[src/fbpa_pkg.sv]
// Package of the block pool allocator: pool geometry, codes and the
// interface types between the top level and the free stack. No dependencies.
package fbpa_pkg;

  localparam int unsigned NUM_BLOCKS  = 64;
  localparam int unsigned BLOCK_WORDS = 32;
  localparam int unsigned WORD_BYTES  = 4;
  localparam int unsigned BLOCK_BYTES = BLOCK_WORDS * WORD_BYTES;
  localparam int unsigned BLOCK_SHIFT = $clog2(BLOCK_BYTES);
  localparam int unsigned POOL_BYTES  = NUM_BLOCKS * BLOCK_BYTES;
  localparam int unsigned IDX_W       = $clog2(NUM_BLOCKS);
  localparam int unsigned CNT_W       = IDX_W + 1;
  localparam int unsigned ADDR_W      = 32;
  localparam int unsigned STATUS_W    = 2;

  typedef enum logic {
    OP_REQUEST = 1'b0,
    OP_RELEASE = 1'b1
  } op_e;

  typedef enum logic [STATUS_W-1:0] {
    ST_OK          = 2'd0,
    ST_BAD_RELEASE = 2'd1,
    ST_EMPTY       = 2'd2
  } status_e;

  typedef struct packed {
    logic             pop;
    logic             push;
    logic [IDX_W-1:0] idx;
  } stk_cmd_t;

  typedef struct packed {
    logic [IDX_W-1:0] top;
    logic [CNT_W-1:0] count;
  } stk_stat_t;

endpackage

[src/fbpa_ram.sv]
// Generic single-port-write, single-port-read RAM with registered read data.
// No dependencies.
module fbpa_ram #(
  parameter int unsigned WIDTH = 8,
  parameter int unsigned DEPTH = 64
) (
  input  logic                     clk_i,
  input  logic                     we_i,
  input  logic [$clog2(DEPTH)-1:0] waddr_i,
  input  logic [WIDTH-1:0]         wdata_i,
  input  logic [$clog2(DEPTH)-1:0] raddr_i,
  output logic [WIDTH-1:0]         rdata_o
);

  logic [WIDTH-1:0] mem_q [DEPTH];
  logic [WIDTH-1:0] rdata_q;

  always_ff @(posedge clk_i) begin
    if (we_i) begin
      mem_q[waddr_i] <= wdata_i;
    end
    rdata_q <= mem_q[raddr_i];
  end

  assign rdata_o = rdata_q;

endmodule

[src/fbpa_stack.sv]
// Free stack of block indices: top entry in a register, the rest in a RAM
// with a prefetched second entry. Depends on fbpa_pkg and fbpa_ram.
module fbpa_stack (
  input  logic                 clk_i,
  input  logic                 rst_ni,
  input  fbpa_pkg::stk_cmd_t   cmd_i,
  output fbpa_pkg::stk_stat_t  stat_o
);
  import fbpa_pkg::*;

  logic [CNT_W-1:0]      cnt_q, cnt_d, cnt_m1, rd_cnt;
  logic [IDX_W-1:0]      top_q, top_d, below;
  logic [IDX_W-1:0]      raddr_q, raddr_d, waddr;
  logic                  rvalid_q, rvalid_d;
  logic                  byp_q, byp_d;
  logic [IDX_W-1:0]      byp_data_q;
  logic [NUM_BLOCKS-1:0] wvalid_q, wvalid_d;
  logic                  we;
  logic [IDX_W-1:0]      ram_rdata;

  fbpa_ram #(
    .WIDTH (IDX_W),
    .DEPTH (NUM_BLOCKS)
  ) u_ram (
    .clk_i   (clk_i),
    .we_i    (we),
    .waddr_i (waddr),
    .wdata_i (top_q),
    .raddr_i (raddr_d),
    .rdata_o (ram_rdata)
  );

  // An entry never written holds its reset value, NUM_BLOCKS-1 minus its index.
  always_comb begin
    if (byp_q) begin
      below = byp_data_q;
    end else if (rvalid_q) begin
      below = ram_rdata;
    end else begin
      below = IDX_W'(NUM_BLOCKS - 1) - raddr_q;
    end

    cnt_m1 = cnt_q - CNT_W'(1);
    waddr  = cnt_m1[IDX_W-1:0];
    cnt_d  = cnt_q;
    top_d  = top_q;
    we     = 1'b0;
    if (cmd_i.pop) begin
      cnt_d = cnt_m1;
      top_d = below;
    end else if (cmd_i.push) begin
      cnt_d = cnt_q + CNT_W'(1);
      top_d = cmd_i.idx;
      we    = (cnt_q != '0);
    end

    rd_cnt  = cnt_d - CNT_W'(2);
    raddr_d = rd_cnt[IDX_W-1:0];

    wvalid_d = wvalid_q;
    if (we) begin
      wvalid_d[waddr] = 1'b1;
    end
    rvalid_d = wvalid_q[raddr_d];
    byp_d    = we && (waddr == raddr_d);
  end

  always_ff @(posedge clk_i or negedge rst_ni) begin
    if (!rst_ni) begin
      cnt_q    <= CNT_W'(NUM_BLOCKS);
      top_q    <= '0;
      raddr_q  <= IDX_W'(NUM_BLOCKS - 2);
      rvalid_q <= 1'b0;
      byp_q    <= 1'b0;
      wvalid_q <= '0;
    end else begin
      cnt_q    <= cnt_d;
      top_q    <= top_d;
      raddr_q  <= raddr_d;
      rvalid_q <= rvalid_d;
      byp_q    <= byp_d;
      wvalid_q <= wvalid_d;
    end
  end

  always_ff @(posedge clk_i) begin
    byp_data_q <= top_q;
  end

  assign stat_o.top   = top_q;
  assign stat_o.count = cnt_q;

endmodule

[src/fixed_block_pool_allocator_unit.sv]
// Top level of the fixed-size block pool allocator.
// Depends on fbpa_pkg and fbpa_stack.
//
// The block hands out and takes back equal-sized blocks above heap_base.
// Input channel: in_valid_i, in_stall_o, with op_i (request or release) and
// block_address_i (release only). Output channel: out_valid_o, out_stall_i,
// with status_o and granted_address_o. Every input transaction yields exactly
// one output transaction, in order.
// An accepted transaction is held in an input register; when the result
// register is free or being taken, the free stack and free bitmap are
// updated and the result is registered, to be offered from there. One
// transaction is taken per cycle unless the receiver stalls, limited by the
// single free stack update per cycle. After reset every block is free,
// block 0 is granted first and heap_base is 0; heap_base is written through
// cfg_we_i and cfg_wdata_i, which the user must do only while idle, as the
// block does not enforce it. On a receiver stall the result register holds,
// the input register fills, and in_stall_o rises until the result is taken.
module fixed_block_pool_allocator_unit (
  input  logic                          clk_i,
  input  logic                          rst_ni,
  input  logic                          cfg_we_i,
  input  logic [fbpa_pkg::ADDR_W-1:0]   cfg_wdata_i,
  input  logic                          in_valid_i,
  output logic                          in_stall_o,
  input  logic                          op_i,
  input  logic [fbpa_pkg::ADDR_W-1:0]   block_address_i,
  output logic                          out_valid_o,
  input  logic                          out_stall_i,
  output logic [fbpa_pkg::STATUS_W-1:0] status_o,
  output logic [fbpa_pkg::ADDR_W-1:0]   granted_address_o
);
  import fbpa_pkg::*;

  logic                  s1_valid_q, s1_valid_d;
  op_e                   s1_op_q;
  logic [ADDR_W-1:0]     s1_addr_q;
  logic [ADDR_W-1:0]     heap_base_q;
  logic [NUM_BLOCKS-1:0] map_q, map_d;
  logic                  out_valid_q, out_valid_d;
  status_e               status_q, status_d;
  logic [ADDR_W-1:0]     gaddr_q, gaddr_d;
  logic                  accept, fire;
  logic [ADDR_W-1:0]     off;
  logic [IDX_W-1:0]      rel_idx;
  logic                  in_range, aligned;
  stk_cmd_t              cmd;
  stk_stat_t             stat;

  fbpa_stack u_stack (
    .clk_i  (clk_i),
    .rst_ni (rst_ni),
    .cmd_i  (cmd),
    .stat_o (stat)
  );

  assign fire       = s1_valid_q && (!out_valid_q || !out_stall_i);
  assign in_stall_o = s1_valid_q && !fire;
  assign accept     = in_valid_i && !in_stall_o;

  assign off      = s1_addr_q - heap_base_q;
  assign rel_idx  = off[BLOCK_SHIFT +: IDX_W];
  assign in_range = off < ADDR_W'(POOL_BYTES);
  assign aligned  = off[BLOCK_SHIFT-1:0] == '0;

  always_comb begin
    cmd      = '0;
    status_d = ST_OK;
    gaddr_d  = '0;
    map_d    = map_q;
    unique case (s1_op_q)
      OP_REQUEST: begin
        if (stat.count == '0) begin
          status_d = ST_EMPTY;
        end else begin
          gaddr_d  = heap_base_q + (ADDR_W'(stat.top) << BLOCK_SHIFT);
          cmd.pop  = fire;
          if (fire) begin
            map_d[stat.top] = 1'b0;
          end
        end
      end
      OP_RELEASE: begin
        if (!in_range || !aligned || map_q[rel_idx] ||
            stat.count >= CNT_W'(NUM_BLOCKS)) begin
          status_d = ST_BAD_RELEASE;
        end else begin
          cmd.push = fire;
          cmd.idx  = rel_idx;
          if (fire) begin
            map_d[rel_idx] = 1'b1;
          end
        end
      end
      default: begin
        status_d = ST_BAD_RELEASE;
      end
    endcase
  end

  assign s1_valid_d  = accept || (s1_valid_q && !fire);
  assign out_valid_d = fire || (out_valid_q && out_stall_i);

  always_ff @(posedge clk_i or negedge rst_ni) begin
    if (!rst_ni) begin
      s1_valid_q  <= 1'b0;
      out_valid_q <= 1'b0;
      heap_base_q <= '0;
      map_q       <= '1;
    end else begin
      s1_valid_q  <= s1_valid_d;
      out_valid_q <= out_valid_d;
      map_q       <= map_d;
      if (cfg_we_i) begin
        heap_base_q <= cfg_wdata_i;
      end
    end
  end

  always_ff @(posedge clk_i) begin
    if (accept) begin
      s1_op_q   <= op_e'(op_i);
      s1_addr_q <= block_address_i;
    end
    if (fire) begin
      status_q <= status_d;
      gaddr_q  <= gaddr_d;
    end
  end

  assign out_valid_o       = out_valid_q;
  assign status_o          = status_q;
  assign granted_address_o = gaddr_q;

endmodule

[config.mk]
export PLATFORM = sky130hd
export DESIGN_NAME = fixed_block_pool_allocator_unit
export DESIGN_NICKNAME = d
export VERILOG_FILES = /design/src/fbpa_pkg.sv /design/src/fbpa_ram.sv /design/src/fbpa_stack.sv /design/src/fixed_block_pool_allocator_unit.sv
export SDC_FILE = /design/constraint.sdc
export NUM_CORES = 1
export LEC_CHECK = 0
export ABC_AREA = 1
export BUFFER_PORTS_ARGS = -buffer_cell sky130_fd_sc_hd__buf_2
export CORE_ASPECT_RATIO = 1.25
export CORE_MARGIN = 1
export CORE_UTILIZATION = 58
export CTS_CLUSTER_SIZE = 12
export DETAILED_ROUTE_END_ITERATION = 16
export GPL_ROUTABILITY_DRIVEN = 0
export HOLD_SLACK_MARGIN = 0.03
export PLACE_DENSITY = 0.75
export RECOVER_POWER = 25
export SLEW_MARGIN = 25
export SYNTH_ARGS = -nofsm -noshare
export SYNTH_HDL_FRONTEND = slang
export SYNTH_SLANG_ARGS = --single-unit
export TNS_END_PERCENT = 20
[constraint.sdc]
create_clock -name clk_i -period 11.5 [get_ports clk_i]
set_input_delay 1.15 -clock clk_i [delete_from_list [all_inputs] [get_ports clk_i]]
set_output_delay 1.15 -clock clk_i [all_outputs]
set_load 0.05 [all_outputs]
==> summary.txt <==
Setup path
  – Startpoint types: flip-flop
  – R2r startpoint: s1_addr_q[0]$_DFFE_PP_
  – CP endpoint kind: flip-flop
  – Crit-path slowest cell: xnor2_4
  – Crit path max-delay family: simple AND/OR/NAND/NOR gates
  – Critical Path RT: between 10000 and 15000 ps
  – Worst Path Buf+Inv: 4
  – WP data arrival: between 7000 and 8000 ps
  – Kind of critical path: reg -> reg
  – Worst path most repeated cell: nand2_1
  – Launch point of the worst path: s1_addr_q[0]$_DFFE_PP_
  – Critical path fanouts, max: 71
  – Worst path max stage delay: 630 ps

Power
  – Final Power: 8.57 mW
  – Cell Pwr Density: 242 mW/mm^2
  – Peak supply drop: 0.202 mV
  – Leakage power: 15.9 nW

Clock network
  – Htree depth: 3
  – TritonCTS clock tree: done
  – TritonCTS buffer count: 68
  – Reg clk slew, reported paths: 60 ps
  – Worst skew pair latency: 630 ps
  – Cts repair resizes: 0
  – Clk buf depth: 3
  – Clock sinks: roughly 650
  – Hold_buf cts: 0
  – Post CTS Setup Buffer Count: 0
  – CTS Root Cell: clkbuf_16

Die
  – # IOs: 106
  – Die width: between 200 and 250 um
  – DIE HEIGHT: 266 um
  – Die footprint: 0.0567 mm^2
  – Core Rows: 96
  – Core ar.: 0.0550 mm^2
  – Initial core utilization: 0.588

Placement
  – DP HPWL: 55600 um
  – IO buf count: 105

Route
  – WL per Instance: 19.6 um
  – TritonRoute pass-1 iters: 6
  – Initial DRC count: 3132
  – # DRC: 0
  – Via count: between 20k and 30k
  – Antenna-violating nets left: 0
  – Via/cell ratio: 5.73
  – Final WL: 89100 um

Yosys
  – Post-synth EDFFs: 451
  – Synth warn: 0
  – Post-synthesis register bit count: 645
  – Post-synthesis sequential area ratio: 0.570
  – Post-synthesis cell type count: 58
  – Top_reg_cell synth: edfxtp_1
  – Async SR Flop Fraction: 0.282
  – Cells after synthesis: roughly 3.7k
  – Post-synth net total: 3820
  – Mean Syn Cell Area: 8.72 um^2
  – Synth Cell Area: between 0.03 and 0.04 mm^2

Timing
  – Skew final: just over 20 ps
  – Setup violations, final: 0
  – Hold Vio Cnt, Final: 0
  – Final min period: around 7100 ps
  – RSZ-0062 raised after global routing: false
  – Measured slew at the worst slew-check pin: 6040 ps
  – Fin crit share: 0.614
  – Fin. max-slew vios: 611
  – Achievable frequency: between 100 and 150 MHz
  – Post-route setup TNS: 0 ps
  – Slew headroom: -3.03

Layout
  – Nets: ~3.9k
  – Area of the multi-input gates: between 0.01 and 0.015 mm^2
  – Seq. cell area: 0.0184 mm^2
  – Filler cells: 4521
  – Final Util: 0.643
  – Share of layout cells above drive strength 1: 0.0902
  – Layout area overhead: 9.50%

Global route
  – Global-route wire length before repair: 139000 um
  – Number of global-route vias before repair: approximately 25k
  – Largest net degree at the start of global routing: 140
  – Overall Global Routing Usage: 0.319
  – Overflow after GRT: 0
  – Antenna violations before repair: 1

Run
  – Maxcap violations: 8

Hold path
  – Tightest Hold Check Type: reg -> reg
  – Hold Path Origin: u_stack.wvalid_q[56]$_DFFE_PN0P_

Outcome
  – Failing checks: max-capacitance violations, max-slew violations
  – Outcome: finished, violations left
[placed cells by master, fill, tap and decap left out, types with 44 or more instances in the layout]
cell type / netlist / layout
a21oi_1: 66 / 66
buf_2: 53 / 94
clkbuf_1: 62 / 49
clkbuf_16: 0 / 70
dfrtp_1: 112 / 106
dfstp_2: 70 / 70
edfxtp_1: 451 / 451
inv_1: 639 / 638
nand2_1: 951 / 946
nand3_1: 583 / 582
nor2_1: 221 / 221
nor3_1: 44 / 44
o21ai_0: 143 / 143
[state kept, by name, summed over array words and instances (netlist names), 2 cells and up]
register and cells:
map_q 64, granted_address_o 32, u_stack.byp_data_q 6, heap_base_q 32, s1_addr_q 32, u_stack.u_ram.mem_q 384, u_stack.raddr_q 6, u_stack.cnt_q 6
u_stack.u_ram.rdata_o 6, u_stack.wvalid_q 64, status_o 2, u_stack.top_q 6
[final cells by class]
cell class	instances	area share
Antenna cell	1	0.0000707
Clock buffer	104	0.0539
Clock inverter	18	0.00523
Inverter	657	0.0698
Multi-Input combinational cell	2257	0.304
Sequential cell	645	0.521
Tap cell	735	0.0260
Timing Repair Buffer	133	0.0201
[worst paths after layout]
check	cells after the start	end	slack, ps
min in group asynchronous	1	heap_base_q[3]$_DFFE_PN0P_	2740
setup reg to reg	29	u_stack.u_ram.rdata_o[3]$_DFF_P_	4440
setup / recovery	29	u_stack.u_ram.rdata_o[3]$_DFF_P_	4440
max in group asynchronous	1	u_stack.top_q[3]$_DFFE_PN0P_	4850
hold / removal	2	u_stack.wvalid_q[56]$_DFFE_PN0P_	460
hold reg to reg	2	u_stack.wvalid_q[56]$_DFFE_PN0P_	460
[routing by layer]
metal | share of wire | global-route usage | vias to the layer above
met5 | 0 | 0 | -
met4 | 0.048 | 0.161 | 0
met3 | 0.088 | 0.0508 | 287
met2 | 0.48 | 0.528 | 1417
met1 | 0.39 | 0.407 | 12183
li1 | - | - | 12200
[per-stage QoR]
step	hold slack [ps]	instances	instance area, um^2	worst slack, ps
4_1_cts	458	4548	35400	4580
3_5_place_dp	445	4426	33300	4610
2_1_floorplan	427	3708	32300	6960
5_1_grt	470	4550	35400	3810
3_3_place_gp	437	4426	33300	4640
6_report	457	4550	35400	4440
[cells in the mapped netlist (13+ instances only)]
master	n	share of area
nand2_1	951	0.11
inv_1	639	0.074
nand3_1	583	0.090
edfxtp_1	451	0.42
nor2_1	221	0.026
o21ai_0	143	0.022
dfrtp_1	112	0.087
dfstp_2	70	0.057
a21oi_1	66	0.010
clkbuf_1	62	0.0072
buf_2	53	0.0082
nor3_1	44	0.0068
ha_1	40	0.015
a31oi_1	32	0.0062
nand4_1	23	0.0045
o22ai_1	22	0.0043
buf_4	21	0.0049
inv_2	14	0.0016
o32ai_1	14	0.0038
nand2_2	13	0.0025
[report_power, final]
| group | internal, mW | leakage, nW | total (mW) | switching [mW] |
|---|---|---|---|---|
| Clock | 1.18 | 1.01 | 2.11 | 0.927 |
| Sequential | 2.93 | 6.11 | 3.03 | 0.100 |
| Combinational | 0.831 | 8.78 | 3.43 | 2.60 |
[worst min-delay path, stage by stage (launching register included)]
cell,delay [ps]
dfrtp_1,320
inv_1,40
o21ai_0,60
[cell families (layout without fill, tap and decap cells)]
group	after synthesis	after routing	synth area share
fa+ha+maj	42	42	0.0167
flops	645	645	0.570
mux	1	1	0.000348
xor+xnor	18	18	0.00674
compound gates	315	315	0.0559
buf+inv	806	912	0.0984
simple gates	1881	1881	0.252
other cells	0	1	0
Power figures use the tool's default switching activity.
